$ cat src/sv/cbp_pkg.sv
`timescale 1ns / 1ps
`default_nettype none
package cbp_pkg;

  localparam int MAX_BOXES = 8;
  localparam int BOX_W     = 3;
  localparam int CNT_W     = 4;

  localparam int MUL_W     = 17;
  localparam int PROD_W    = 2 * MUL_W;
  localparam int RAD_W     = 30;
  localparam int ROOT_W    = RAD_W / 2;
  localparam int NUM_W     = 32;
  localparam int DEN_W     = ROOT_W + 1;

  localparam logic [14:0] RADIUS_RESET = 15'd115;

  typedef enum logic {
    REQ_LOAD    = 1'b0,
    REQ_RESOLVE = 1'b1
  } req_kind_t;

  typedef struct packed {
    logic               req_type;
    logic [2:0]         box_index;
    logic               entry_valid;
    logic signed [15:0] center_x;
    logic signed [15:0] center_z;
    logic [14:0]        half_x;
    logic [14:0]        half_z;
    logic signed [15:0] pos_x;
    logic signed [15:0] pos_z;
  } in_req_t;

  typedef struct packed {
    logic signed [15:0] out_x;
    logic signed [15:0] out_z;
    logic [3:0]         push_count;
    logic               popped;
  } out_res_t;

  typedef enum logic [3:0] {
    ST_IDLE,
    ST_R2,
    ST_CLAMP,
    ST_DX,
    ST_DZ,
    ST_SQRT,
    ST_MX,
    ST_VX,
    ST_MZ,
    ST_VZ,
    ST_NEXT,
    ST_DONE
  } state_t;

  function automatic logic signed [15:0] sat16(input logic signed [17:0] v);
    logic signed [15:0] res;
    if (v > 18'sd32767) begin
      res = 16'sh7FFF;
    end else if (v < -18'sd32768) begin
      res = 16'sh8000;
    end else begin
      res = v[15:0];
    end
    return res;
  endfunction

endpackage
`default_nettype wire

$ cat src/sv/cbp_mul.sv
`timescale 1ns / 1ps
`default_nettype none
module cbp_mul (
  input  wire logic                       clk,
  input  wire logic                       rst_n,
  input  wire logic                       start,
  input  wire logic [cbp_pkg::MUL_W-1:0]  a,
  input  wire logic [cbp_pkg::MUL_W-1:0]  b,
  output logic                            done,
  output logic [cbp_pkg::PROD_W-1:0]      product
);

  localparam int CW = $clog2(cbp_pkg::MUL_W + 1);

  logic [cbp_pkg::PROD_W-1:0] acc_r;
  logic [cbp_pkg::PROD_W-1:0] mcand_r;
  logic [cbp_pkg::MUL_W-1:0]  mplier_r;
  logic [CW-1:0]              cnt_r;
  logic                       run_r;
  logic                       done_r;

  always_ff @(posedge clk) begin
    if (!rst_n) begin
      run_r  <= 1'b0;
      done_r <= 1'b0;
      cnt_r  <= '0;
    end else begin
      done_r <= 1'b0;
      if (start) begin
        run_r <= 1'b1;
        cnt_r <= CW'(cbp_pkg::MUL_W);
      end else if (run_r) begin
        cnt_r <= cnt_r - 1'b1;
        if (cnt_r == CW'(1)) begin
          run_r  <= 1'b0;
          done_r <= 1'b1;
        end
      end
    end
  end

  always_ff @(posedge clk) begin
    if (start) begin
      acc_r    <= '0;
      mcand_r  <= {{(cbp_pkg::PROD_W - cbp_pkg::MUL_W){1'b0}}, a};
      mplier_r <= b;
    end else if (run_r) begin
      if (mplier_r[0]) begin
        acc_r <= acc_r + mcand_r;
      end
      mcand_r  <= {mcand_r[cbp_pkg::PROD_W-2:0], 1'b0};
      mplier_r <= {1'b0, mplier_r[cbp_pkg::MUL_W-1:1]};
    end
  end

  assign done    = done_r;
  assign product = acc_r;

endmodule
`default_nettype wire

$ cat src/sv/cbp_isqrt.sv
`timescale 1ns / 1ps
`default_nettype none
module cbp_isqrt (
  input  wire logic                       clk,
  input  wire logic                       rst_n,
  input  wire logic                       start,
  input  wire logic [cbp_pkg::RAD_W-1:0]  rad,
  output logic                            done,
  output logic [cbp_pkg::ROOT_W-1:0]      root
);

  localparam int RW = cbp_pkg::ROOT_W + 2;
  localparam int CW = $clog2(cbp_pkg::ROOT_W + 1);

  logic [cbp_pkg::RAD_W-1:0]  rad_r;
  logic [RW-1:0]              rem_r;
  logic [cbp_pkg::ROOT_W-1:0] root_r;
  logic [CW-1:0]              cnt_r;
  logic                       run_r;
  logic                       done_r;
  logic [RW+1:0]              trial;

  assign trial = {rem_r, rad_r[cbp_pkg::RAD_W-1 -: 2]} - {1'b0, root_r, 2'b01};

  always_ff @(posedge clk) begin
    if (!rst_n) begin
      run_r  <= 1'b0;
      done_r <= 1'b0;
      cnt_r  <= '0;
    end else begin
      done_r <= 1'b0;
      if (start) begin
        run_r <= 1'b1;
        cnt_r <= CW'(cbp_pkg::ROOT_W);
      end else if (run_r) begin
        cnt_r <= cnt_r - 1'b1;
        if (cnt_r == CW'(1)) begin
          run_r  <= 1'b0;
          done_r <= 1'b1;
        end
      end
    end
  end

  always_ff @(posedge clk) begin
    if (start) begin
      rad_r  <= rad;
      rem_r  <= '0;
      root_r <= '0;
    end else if (run_r) begin
      rad_r <= {rad_r[cbp_pkg::RAD_W-3:0], 2'b00};
      if (!trial[RW+1]) begin
        rem_r  <= trial[RW-1:0];
        root_r <= {root_r[cbp_pkg::ROOT_W-2:0], 1'b1};
      end else begin
        rem_r  <= {rem_r[RW-3:0], rad_r[cbp_pkg::RAD_W-1 -: 2]};
        root_r <= {root_r[cbp_pkg::ROOT_W-2:0], 1'b0};
      end
    end
  end

  assign done = done_r;
  assign root = root_r;

endmodule
`default_nettype wire

$ cat src/sv/cbp_div.sv
`timescale 1ns / 1ps
`default_nettype none
module cbp_div (
  input  wire logic                       clk,
  input  wire logic                       rst_n,
  input  wire logic                       start,
  input  wire logic [cbp_pkg::NUM_W-1:0]  num,
  input  wire logic [cbp_pkg::DEN_W-1:0]  den,
  output logic                            done,
  output logic [cbp_pkg::NUM_W-1:0]       quot
);

  localparam int CW = $clog2(cbp_pkg::NUM_W + 1);

  logic [cbp_pkg::NUM_W-1:0] num_r;
  logic [cbp_pkg::NUM_W-1:0] q_r;
  logic [cbp_pkg::DEN_W-1:0] den_r;
  logic [cbp_pkg::DEN_W-1:0] rem_r;
  logic [CW-1:0]             cnt_r;
  logic                      run_r;
  logic                      done_r;
  logic [cbp_pkg::DEN_W:0]   shifted;
  logic                      fits;

  assign shifted = {rem_r, num_r[cbp_pkg::NUM_W-1]};
  assign fits    = shifted >= {1'b0, den_r};

  always_ff @(posedge clk) begin
    if (!rst_n) begin
      run_r  <= 1'b0;
      done_r <= 1'b0;
      cnt_r  <= '0;
    end else begin
      done_r <= 1'b0;
      if (start) begin
        run_r <= 1'b1;
        cnt_r <= CW'(cbp_pkg::NUM_W);
      end else if (run_r) begin
        cnt_r <= cnt_r - 1'b1;
        if (cnt_r == CW'(1)) begin
          run_r  <= 1'b0;
          done_r <= 1'b1;
        end
      end
    end
  end

  always_ff @(posedge clk) begin
    if (start) begin
      num_r <= num;
      den_r <= den;
      rem_r <= '0;
      q_r   <= '0;
    end else if (run_r) begin
      num_r <= {num_r[cbp_pkg::NUM_W-2:0], 1'b0};
      q_r   <= {q_r[cbp_pkg::NUM_W-2:0], fits};
      if (fits) begin
        rem_r <= shifted[cbp_pkg::DEN_W-1:0] - den_r;
      end else begin
        rem_r <= shifted[cbp_pkg::DEN_W-1:0];
      end
    end
  end

  assign done = done_r;
  assign quot = q_r;

endmodule
`default_nettype wire

$ cat src/sv/circle_box_pushout_core.sv
`timescale 1ns / 1ps
`default_nettype none
// Channel   Ports                              Transfer
// input     start, busy, in_req                start && !busy
// result    out_strobe, out_res                out_strobe, one cycle
// config    cfg_valid, cfg_ready, cfg_data     cfg_valid && cfg_ready
//
// Load request: result in the cycle after accept; the next request is accepted only after the strobe.
// Resolve request: squares the radius, then per box skips a disabled box, squares dx and dz
// for a tested box without a push (miss or +X pop), and for a pushed box also runs the root and two divisions.
// These steps use the bit-serial multiplier, root unit and divider.
// Reset clears the enable bits and sets the radius to 115; no clearing pass.
// Results cannot be stalled; busy stays high through the result strobe cycle.
module circle_box_pushout_core (
  input  wire logic              clk,
  input  wire logic              rst_n,
  input  wire logic              start,
  output logic                   busy,
  input  wire cbp_pkg::in_req_t  in_req,
  output logic                   out_strobe,
  output cbp_pkg::out_res_t      out_res,
  input  wire logic              cfg_valid,
  output logic                   cfg_ready,
  input  wire logic [14:0]       cfg_data
);

  cbp_pkg::state_t state_r, state_nxt;

  logic signed [15:0] tcx_r [cbp_pkg::MAX_BOXES];
  logic signed [15:0] tcz_r [cbp_pkg::MAX_BOXES];
  logic [14:0]        thx_r [cbp_pkg::MAX_BOXES];
  logic [14:0]        thz_r [cbp_pkg::MAX_BOXES];
  logic [cbp_pkg::MAX_BOXES-1:0] en_r;

  logic [14:0]                 radius_r;
  logic [cbp_pkg::BOX_W-1:0]   box_r;
  logic signed [15:0]          px_r, pz_r;
  logic [cbp_pkg::RAD_W-1:0]   r2_r;
  logic [cbp_pkg::PROD_W-1:0]  sq_r;
  logic [cbp_pkg::MUL_W-1:0]   dxm_r, dzm_r;
  logic                        dxn_r, dzn_r;
  logic [cbp_pkg::ROOT_W-1:0]  d_r, gap_r;
  logic [cbp_pkg::CNT_W-1:0]   count_r;
  logic                        pop_r;

  logic                        accept;
  logic                        mul_start, mul_done, sqrt_start, sqrt_done, div_start, div_done;
  logic [cbp_pkg::MUL_W-1:0]   mul_a, mul_b;
  logic [cbp_pkg::PROD_W-1:0]  product;
  logic [cbp_pkg::ROOT_W-1:0]  root;
  logic [cbp_pkg::NUM_W-1:0]   div_num, quot;
  logic [cbp_pkg::DEN_W-1:0]   div_den;

  logic signed [17:0] lo_x, hi_x, lo_z, hi_z, p_x, p_z, n_x, n_z, dx, dz;
  logic [cbp_pkg::MUL_W-1:0]   dx_mag, dz_mag;
  logic [cbp_pkg::PROD_W:0]    d2;
  logic [cbp_pkg::ROOT_W-1:0]  gap;
  logic signed [17:0]          q_s, new_x, new_z, pop_x;

  assign accept    = start && !busy;
  assign busy      = (state_r != cbp_pkg::ST_IDLE);
  assign cfg_ready = (state_r == cbp_pkg::ST_IDLE);

  always_comb begin
    lo_x = 18'(tcx_r[box_r]) - $signed({3'b000, thx_r[box_r]});
    hi_x = 18'(tcx_r[box_r]) + $signed({3'b000, thx_r[box_r]});
    lo_z = 18'(tcz_r[box_r]) - $signed({3'b000, thz_r[box_r]});
    hi_z = 18'(tcz_r[box_r]) + $signed({3'b000, thz_r[box_r]});
    p_x  = 18'(px_r);
    p_z  = 18'(pz_r);
    n_x  = (p_x < lo_x) ? lo_x : ((p_x > hi_x) ? hi_x : p_x);
    n_z  = (p_z < lo_z) ? lo_z : ((p_z > hi_z) ? hi_z : p_z);
    dx   = p_x - n_x;
    dz   = p_z - n_z;
    dx_mag = dx[17] ? cbp_pkg::MUL_W'(-dx) : dx[cbp_pkg::MUL_W-1:0];
    dz_mag = dz[17] ? cbp_pkg::MUL_W'(-dz) : dz[cbp_pkg::MUL_W-1:0];
    d2     = {1'b0, sq_r} + {1'b0, product};
    gap    = radius_r - root;
    q_s    = $signed({1'b0, quot[16:0]});
    new_x  = dxn_r ? (p_x - q_s) : (p_x + q_s);
    new_z  = dzn_r ? (p_z - q_s) : (p_z + q_s);
    pop_x  = 18'(tcx_r[box_r]) + $signed({3'b000, thx_r[box_r]})
           + $signed({3'b000, radius_r});
  end

  always_comb begin
    state_nxt  = state_r;
    mul_start  = 1'b0;
    sqrt_start = 1'b0;
    div_start  = 1'b0;
    mul_a      = {2'b00, radius_r};
    mul_b      = {2'b00, radius_r};
    div_num    = {product[cbp_pkg::NUM_W-2:0], 1'b0}
               + {{(cbp_pkg::NUM_W - cbp_pkg::ROOT_W){1'b0}}, d_r};
    div_den    = {d_r, 1'b0};
    case (state_r)
      cbp_pkg::ST_IDLE: begin
        if (accept) begin
          if (in_req.req_type == cbp_pkg::REQ_RESOLVE) begin
            state_nxt = cbp_pkg::ST_R2;
            mul_start = 1'b1;
          end else begin
            state_nxt = cbp_pkg::ST_DONE;
          end
        end
      end
      cbp_pkg::ST_R2: begin
        if (mul_done) begin
          state_nxt = cbp_pkg::ST_CLAMP;
        end
      end
      cbp_pkg::ST_CLAMP: begin
        if (en_r[box_r]) begin
          state_nxt = cbp_pkg::ST_DX;
          mul_start = 1'b1;
          mul_a     = dx_mag;
          mul_b     = dx_mag;
        end else begin
          state_nxt = cbp_pkg::ST_NEXT;
        end
      end
      cbp_pkg::ST_DX: begin
        mul_a = dzm_r;
        mul_b = dzm_r;
        if (mul_done) begin
          state_nxt = cbp_pkg::ST_DZ;
          mul_start = 1'b1;
        end
      end
      cbp_pkg::ST_DZ: begin
        if (mul_done) begin
          if (d2 >= {{(cbp_pkg::PROD_W + 1 - cbp_pkg::RAD_W){1'b0}}, r2_r}) begin
            state_nxt = cbp_pkg::ST_NEXT;
          end else if (d2 == '0) begin
            state_nxt = cbp_pkg::ST_NEXT;
          end else begin
            state_nxt  = cbp_pkg::ST_SQRT;
            sqrt_start = 1'b1;
          end
        end
      end
      cbp_pkg::ST_SQRT: begin
        mul_a = dxm_r;
        mul_b = {2'b00, gap};
        if (sqrt_done) begin
          state_nxt = cbp_pkg::ST_MX;
          mul_start = 1'b1;
        end
      end
      cbp_pkg::ST_MX: begin
        if (mul_done) begin
          state_nxt = cbp_pkg::ST_VX;
          div_start = 1'b1;
        end
      end
      cbp_pkg::ST_VX: begin
        mul_a = dzm_r;
        mul_b = {2'b00, gap_r};
        if (div_done) begin
          state_nxt = cbp_pkg::ST_MZ;
          mul_start = 1'b1;
        end
      end
      cbp_pkg::ST_MZ: begin
        if (mul_done) begin
          state_nxt = cbp_pkg::ST_VZ;
          div_start = 1'b1;
        end
      end
      cbp_pkg::ST_VZ: begin
        if (div_done) begin
          state_nxt = cbp_pkg::ST_NEXT;
        end
      end
      cbp_pkg::ST_NEXT: begin
        if (box_r == cbp_pkg::BOX_W'(cbp_pkg::MAX_BOXES - 1)) begin
          state_nxt = cbp_pkg::ST_DONE;
        end else begin
          state_nxt = cbp_pkg::ST_CLAMP;
        end
      end
      cbp_pkg::ST_DONE: begin
        state_nxt = cbp_pkg::ST_IDLE;
      end
      default: begin
        state_nxt = cbp_pkg::ST_IDLE;
      end
    endcase
  end

  always_ff @(posedge clk) begin
    if (!rst_n) begin
      state_r  <= cbp_pkg::ST_IDLE;
      en_r     <= '0;
      radius_r <= cbp_pkg::RADIUS_RESET;
    end else begin
      state_r <= state_nxt;
      if (cfg_valid && cfg_ready) begin
        radius_r <= cfg_data;
      end
      if (accept && in_req.req_type == cbp_pkg::REQ_LOAD
          && {1'b0, in_req.box_index} < 4'(cbp_pkg::MAX_BOXES)) begin
        en_r[in_req.box_index] <= in_req.entry_valid;
      end
    end
  end

  always_ff @(posedge clk) begin
    if (accept && in_req.req_type == cbp_pkg::REQ_LOAD
        && {1'b0, in_req.box_index} < 4'(cbp_pkg::MAX_BOXES)) begin
      tcx_r[in_req.box_index] <= in_req.center_x;
      tcz_r[in_req.box_index] <= in_req.center_z;
      thx_r[in_req.box_index] <= in_req.half_x;
      thz_r[in_req.box_index] <= in_req.half_z;
    end
  end

  always_ff @(posedge clk) begin
    case (state_r)
      cbp_pkg::ST_IDLE: begin
        if (accept) begin
          box_r   <= '0;
          count_r <= '0;
          pop_r   <= 1'b0;
          if (in_req.req_type == cbp_pkg::REQ_RESOLVE) begin
            px_r <= in_req.pos_x;
            pz_r <= in_req.pos_z;
          end else begin
            px_r <= '0;
            pz_r <= '0;
          end
        end
      end
      cbp_pkg::ST_R2: begin
        if (mul_done) begin
          r2_r <= product[cbp_pkg::RAD_W-1:0];
        end
      end
      cbp_pkg::ST_CLAMP: begin
        dxm_r <= dx_mag;
        dzm_r <= dz_mag;
        dxn_r <= dx[17];
        dzn_r <= dz[17];
      end
      cbp_pkg::ST_DX: begin
        if (mul_done) begin
          sq_r <= product;
        end
      end
      cbp_pkg::ST_DZ: begin
        if (mul_done
            && d2 < {{(cbp_pkg::PROD_W + 1 - cbp_pkg::RAD_W){1'b0}}, r2_r}) begin
          if (count_r != '1) begin
            count_r <= count_r + 1'b1;
          end
          if (d2 == '0) begin
            px_r  <= cbp_pkg::sat16(pop_x);
            pop_r <= 1'b1;
          end
        end
      end
      cbp_pkg::ST_SQRT: begin
        if (sqrt_done) begin
          d_r   <= root;
          gap_r <= gap;
        end
      end
      cbp_pkg::ST_VX: begin
        if (div_done) begin
          px_r <= cbp_pkg::sat16(new_x);
        end
      end
      cbp_pkg::ST_VZ: begin
        if (div_done) begin
          pz_r <= cbp_pkg::sat16(new_z);
        end
      end
      cbp_pkg::ST_NEXT: begin
        box_r <= box_r + 1'b1;
      end
      default: begin
      end
    endcase
  end

  cbp_mul u_mul (
    .clk     (clk),
    .rst_n   (rst_n),
    .start   (mul_start),
    .a       (mul_a),
    .b       (mul_b),
    .done    (mul_done),
    .product (product)
  );

  cbp_isqrt u_isqrt (
    .clk   (clk),
    .rst_n (rst_n),
    .start (sqrt_start),
    .rad   (d2[cbp_pkg::RAD_W-1:0]),
    .done  (sqrt_done),
    .root  (root)
  );

  cbp_div u_div (
    .clk   (clk),
    .rst_n (rst_n),
    .start (div_start),
    .num   (div_num),
    .den   (div_den),
    .done  (div_done),
    .quot  (quot)
  );

  assign out_strobe         = (state_r == cbp_pkg::ST_DONE);
  assign out_res.out_x      = px_r;
  assign out_res.out_z      = pz_r;
  assign out_res.push_count = count_r;
  assign out_res.popped     = pop_r;

  a_strobe_then_idle: assert property (@(posedge clk) disable iff (!rst_n)
    out_strobe |=> !busy)
    else $error("result strobe not followed by idle");

  a_accept_busy: assert property (@(posedge clk) disable iff (!rst_n)
    accept |=> busy)
    else $error("accepted request did not raise busy");

  a_count_bound: assert property (@(posedge clk) disable iff (!rst_n)
    out_strobe |-> out_res.push_count <= 4'(cbp_pkg::MAX_BOXES))
    else $error("push count above box count");

  a_mul_owner: assert property (@(posedge clk) disable iff (!rst_n)
    mul_done |-> (state_r == cbp_pkg::ST_R2 || state_r == cbp_pkg::ST_DX
               || state_r == cbp_pkg::ST_DZ || state_r == cbp_pkg::ST_MX
               || state_r == cbp_pkg::ST_MZ))
    else $error("multiplier finished in an unexpected state");

  a_div_owner: assert property (@(posedge clk) disable iff (!rst_n)
    div_done |-> (state_r == cbp_pkg::ST_VX || state_r == cbp_pkg::ST_VZ))
    else $error("divider finished in an unexpected state");

endmodule
`default_nettype wire
$ cat config.mk
export PLATFORM = sky130hd
export DESIGN_NAME = circle_box_pushout_core
export DESIGN_NICKNAME = d
export VERILOG_FILES = /design/src/sv/cbp_pkg.sv /design/src/sv/cbp_mul.sv /design/src/sv/cbp_isqrt.sv /design/src/sv/cbp_div.sv /design/src/sv/circle_box_pushout_core.sv
export SDC_FILE = /design/constraint.sdc
export NUM_CORES = 2
export LEC_CHECK = 0
export ABC_AREA = 1
export BUFFER_PORTS_ARGS = -buffer_cell sky130_fd_sc_hd__buf_2
export CAP_MARGIN = 30
export CORE_ASPECT_RATIO = 1.75
export CORE_MARGIN = 2
export CORE_UTILIZATION = 50
export CTS_CLUSTER_DIAMETER = 120
export CTS_CLUSTER_SIZE = 25
export DETAILED_ROUTE_END_ITERATION = 10
export GPL_ROUTABILITY_DRIVEN = 0
export PLACE_DENSITY_LB_ADDON = 0.2
export RECOVER_POWER = 100
export SYNTH_ARGS = -nofsm -noshare
export SYNTH_HDL_FRONTEND = slang
export SYNTH_SLANG_ARGS = --single-unit
$ cat constraint.sdc
create_clock -name clk -period 7.65 [get_ports clk]
set_clock_uncertainty 0.1 [all_clocks]
set_input_delay 0.3825 -clock clk [delete_from_list [all_inputs] [get_ports clk]]
set_output_delay 0.3825 -clock clk [all_outputs]
set_load 0.01 [all_outputs]
# Word level (Yosys, flattened, before mapping)
# Memory sizes are Yosys's and may differ from the RTL's. A register that Yosys moved wholly into a read port is not among the register bits.
# Index checks and enable logic that the tools add are counted.
# classes
addsub	24
multipliers	0
n_div	0
magnitude_cmp	16
n_eq_ne	28
shifts	0
muxes	104
bitwise_logic	5
reduce_logical	33
# op_table
operator	count
two-way mux 16 bit	15
two-way mux 17 bit	8
two-way mux 18 bit	6
two-way mux 4 bit	19
subtractor 16 x 18 -> 18 bit	4
one-hot mux 17 bit (4 select lines)	1
two-way mux 32 bit	2
two-way mux 30 bit	2
greater-than comparator 18 x 16 -> 1 bit, second input constant	3
< comparator 18 x 16 -> 1 bit, second input constant	3
one-hot mux 17 bit (3 select lines)	1
one-hot mux 16 bit (3 select lines)	1
one-hot mux 4 bit (11 select lines)	1
adder 16 x 18 -> 18 bit	2
adder 34 x 34 -> 35 bit	1
greater-or-equal comparator 35 x 30 -> 1 bit	1
zero test 35 bit	1
< comparator 35 x 30 -> 1 bit	1
adder 16 x 16 -> 17 bit	2
adder 34 bit	1
greater-than comparator 16 x 17 -> 1 bit	2
< comparator 16 x 17 -> 1 bit	2
negator 17 bit	2
subtractor 16 x 16 -> 17 bit	2
other kinds (49)	127
# totals
register_bits	445
latchBits	0
ramBits	496
mem_bits_ro	0
input_bits	118
out_inout_bits	40
word_cells	252
mem_count	4
# memory_table
memory	depth	width	rd	rd_ports_with_merged_regs	write_ports	line	text
tcx_r	8	16	1	1	1	circle_box_pushout_core.sv:29	logic signed [15:0] tcx_r [cbp_pkg::MAX_BOXES];
tcz_r	8	16	1	1	1	circle_box_pushout_core.sv:30	logic signed [15:0] tcz_r [cbp_pkg::MAX_BOXES];
thx_r	8	15	1	1	1	circle_box_pushout_core.sv:31	logic [14:0] thx_r [cbp_pkg::MAX_BOXES];
thz_r	8	15	1	1	1	circle_box_pushout_core.sv:32	logic [14:0] thz_r [cbp_pkg::MAX_BOXES];

# Depth between registers and ports, before layout
# logic_depth
ltp_word	10
depth_mapped	58
mapped_depth_nobuf	53

# By module
# From an unflattened synthesis, not the netlist that was laid out.
# unflattened
cells_unflattened	7078
hier_area_um2	58487.3
# by_module_without_submodules
module	instances	cells_each	area_per_inst_um2	seq_area_each_um2
circle_box_pushout_core	1	5046	43565.5	20599.8
cbp_mul	1	892	5920.7	2182.1
cbp_div	1	600	4943.5	2562.5
cbp_isqrt	1	540	4057.6	1661.6

# Worst setup path before layout
# OpenSTA, ideal clock, no wires.
# synth_path
kind	register to register
startpoint	register with a tool-made name
endpoint	register dzm_r[10] in the netlist's numbering (data pin)
setup_ns	0.270
arrival_ns	7.385
required_time_ns	7.280
setup_slack_ns	-0.106
stages_incl_launch_ff	48
n_path_buf	6
period_less_slack_ns	7.756
cell_sequence	dfxtp_1 > inv_1 > clkbuf_1 > clkbuf_1 > clkbuf_1 > clkbuf_1 > nor2_1 > o22ai_1 > nor2_1 > a31oi_1 > ha_1 > inv_1 > fa_1 > a21oi_1 > o21bai_1 > a21oi_1 > nor2_1 > o21ai_0 > [... 12 more ...] > nand2_1 > inv_1 > clkbuf_1 > a221oi_1 > ha_1 > nand3_1 > nand3_1 > a21oi_1 > o21ai_0 > nand3_1 > nand2_1 > a21oi_1 > or2_2 > nand2_1 > inv_1 > clkbuf_1 > nand2_1 > xor2_1
# synth_lines
item	line	text
end signal, assigned	circle_box_pushout_core.sv:241	dzm_r <= dz_mag;
end, declared	circle_box_pushout_core.sv:40	logic [cbp_pkg::MUL_W-1:0] dxm_r, dzm_r;

==> reports/qor.yml <==
slowest_delay_ps: 550
synthTopCellsByArea: "edfxtp_1 (42%), nand2_1 (8.8%), ha_1 (8.4%)"
routed-via-count: 47710
first_pass_iters: 8
status: "complete, but fails checks"
area_growth_syn_to_layout_pct: 13.56
syn_inst: 6519
fmax_mhz: 135.1
yosysSeqAreaShare: 0.4774
grt_pass1_vias: 46540
grt_util_met3: 0.04273
clock-sinks: 944
synth_nets: 7028
min_period_ps: 7402
synth_top_flop_cell: "edfxtp_1"
die_area_sq_um: 114500
dp_hpwl_mm: 127.5
htree_num_levels: 2
ys_ff_latch: 944
ant_nets: 0
nNetsFinal: 7439
slew-limit-headroom: -0.8782
slowest_stage: "dfxtp_4"
drive_gt1_frac: 0.08915
synth.most_common_cell: "nand2_1"
final_max_slew_viol_count: 758
synthesis.area_sq_um: 55870
synth_top_area_share: 0.4176
clockRootBuffer: "clkbuf_16"
routed_via_density: 5.649
clk_pin_slew_ps: 110
io_pins: 158
cts_tree: "done"
coreArea_sq_um: 111100
first_iter_violations: 3887
portBuffers: 157
maxCapViolCount: 23
grt_pass1_wl_mm: 257.6
antenna_found_initial: 7
synth_cell_types: 58
violations: "capacitance limit, slew limit"
clock_path_buffers: 3
grt_max_degree: 60
final_util: 0.5712
use_met2: 0.5369
synth_top_area_cell: "edfxtp_1"
setup_viol: 0
synth_edf_count: 777
syn_area_per_cell_sq_um: 8.570
async_flop_share: 0
final_hold_viol_count: 0
crit_top_cell: "nand2_1"
rsz0062_at_grt: "yes"
numCtsBuffers: 44
clkLatencyLatePin_ps: 690
hold_class: "in -> reg"
worstPathMaxFanout: 8
yosys-top-cells-count: "nand2_1 (1315), edfxtp_1 (777), inv_1 (773)"
arrival_ps: 7850
grt_usage: 0.2921
start_util: 0.5030
top_usage_layer: "met2"
endpoint_kind: "flop"
period_share: 0.9676
routedWlPerCell_um: 20.72
fp.dieW_um: 256.7
wl_mm: 175.0
cp_data_required_time_ps: 8090
yosysWarnings: 0
cp-start-kind: "flop"
use_met1: 0.2929
rows: 162
path_class: "reg -> reg"
drc: 0
chipHeight_um: 446.2
grt-ovfl-total: 0
worst_pin_slew_ps: 2817
n_fill_cell: 10180
==> layout make-up <==
type,instances,area (sq um),share of cell area
well taps,1476,1847,0.02911
clock buffers,77,1225,0.01931
multi-input cells,4575,26120,0.4117
inverters,797,3035,0.04784
flip-flops and latches,944,26680,0.4206
diodes,3,7.507,0.0001183
repair inverters,2,27.53,0.0004339
clock inverters,5,83.83,0.001321
repair buffers,566,4417,0.06962
==> metrics by stage <==
step / area [sq um] / std cells / TNS [ps] / hold WS (ps) / setup slack (ps)
floorplan: 55890 / 6519 / 0 / 326.4 / 42.31
global placement: 59830 / 8193 / -346.9 / 340.8 / -79.35
detailed placement: 59970 / 8200 / -2171 / 346.2 / -227.1
CTS: 62390 / 8391 / 0 / 1.991 / 7.956
global route: 63440 / 8442 / -3388 / 36.51 / -204.1
finish: 63440 / 8445 / 0 / 24.68 / 248.1
==> layout by cell type, fill, tap and decap left out, drive strengths merged, types with 3 or more instances in the layout <==
master       count
o21ai          638
o22ai          119
nand2         1316
a21boi          17
a221oi           8
o2111ai          8
clkbuf         220
o211ai          46
fa              14
xor2           183
inv            794
or2             24
a211o            4
o221ai           8
o21a            10
nor4            16
a31oi           44
nand3b          15
a21o            16
nand4           80
and2             9
dlygate4sd3    109
o31ai           19
a211oi           9
diode            3
ha             377
o21bai          18
and3             5
buf            313
clkinv          10
nand3          197
a21oi          480
nor3            81
edfxtp         777
nor2           723
dfxtp          167
nor3b            3
xnor2           74
==> logic make-up after synthesis <==
family                     synth area share
adders and majority gates           0.08944
DFF                                  0.4774
buffers and inverters               0.06830
and+or+nand+nor                      0.1806
xor gates and xnor gates            0.04029
AOI/OAI and AO/OA                    0.1440
==> state kept, by name, indices dropped and copies added, names as in the netlist, 17 cells and up, named ones only <==
signal and count:
thx_r 120, u_isqrt.rad_r 30, u_mul.mcand_r 34, dxm_r 17
r2_r 30, thz_r 120, u_mul.product 34, dzm_r 17
u_div.quot 17, tcz_r 128, tcx_r 128, u_isqrt.rem_r 17
u_mul.mplier_r 17, u_div.num_r 32, sq_r 34
==> repair_timing <==
action / CTS / global route
hold buffers: 109 / 0
gates resized for setup: 7 / 240
setup buffers: 0 / 39
pin swaps: 0 / 70
endpoints found under the setup margin: 17 / 65
hold endpoints to repair: 550 / 0
gates cloned: 0 / 13
==> layer usage <==
layer  vias to the layer above  wire, um
met1                     22510     59420
met2                      1619     89750
met5                         -        73
met4                        12     16060
met3                       591      9717
li1                      22970         -
==> worst max-delay path: cells and delay by family, from the launching register on <==
family | cells | cell delay, ps
xor gates and xnor gates | 4 | 910
adders and majority gates | 5 | 1470
AOI/OAI and AO/OA | 12 | 1710
DFF | 1 | 550
buffers and inverters | 9 | 1020
and+or+nand+nor | 20 | 1490
==> final timing paths <==
check,to,depth (start not counted),slack [ps],startpoint
setup reg to reg,u_mul.mcand_r[7],50,250,flop
hold reg to reg,u_div.den_r[1],0,370,d_r[0]
setup / recovery,u_mul.mcand_r[7],50,250,flop
hold / removal,px_r[2],3,20,in_req[18]
Power is not shown: default switching activity piles up to over one toggle a cycle in this logic, so the estimate is an artifact.
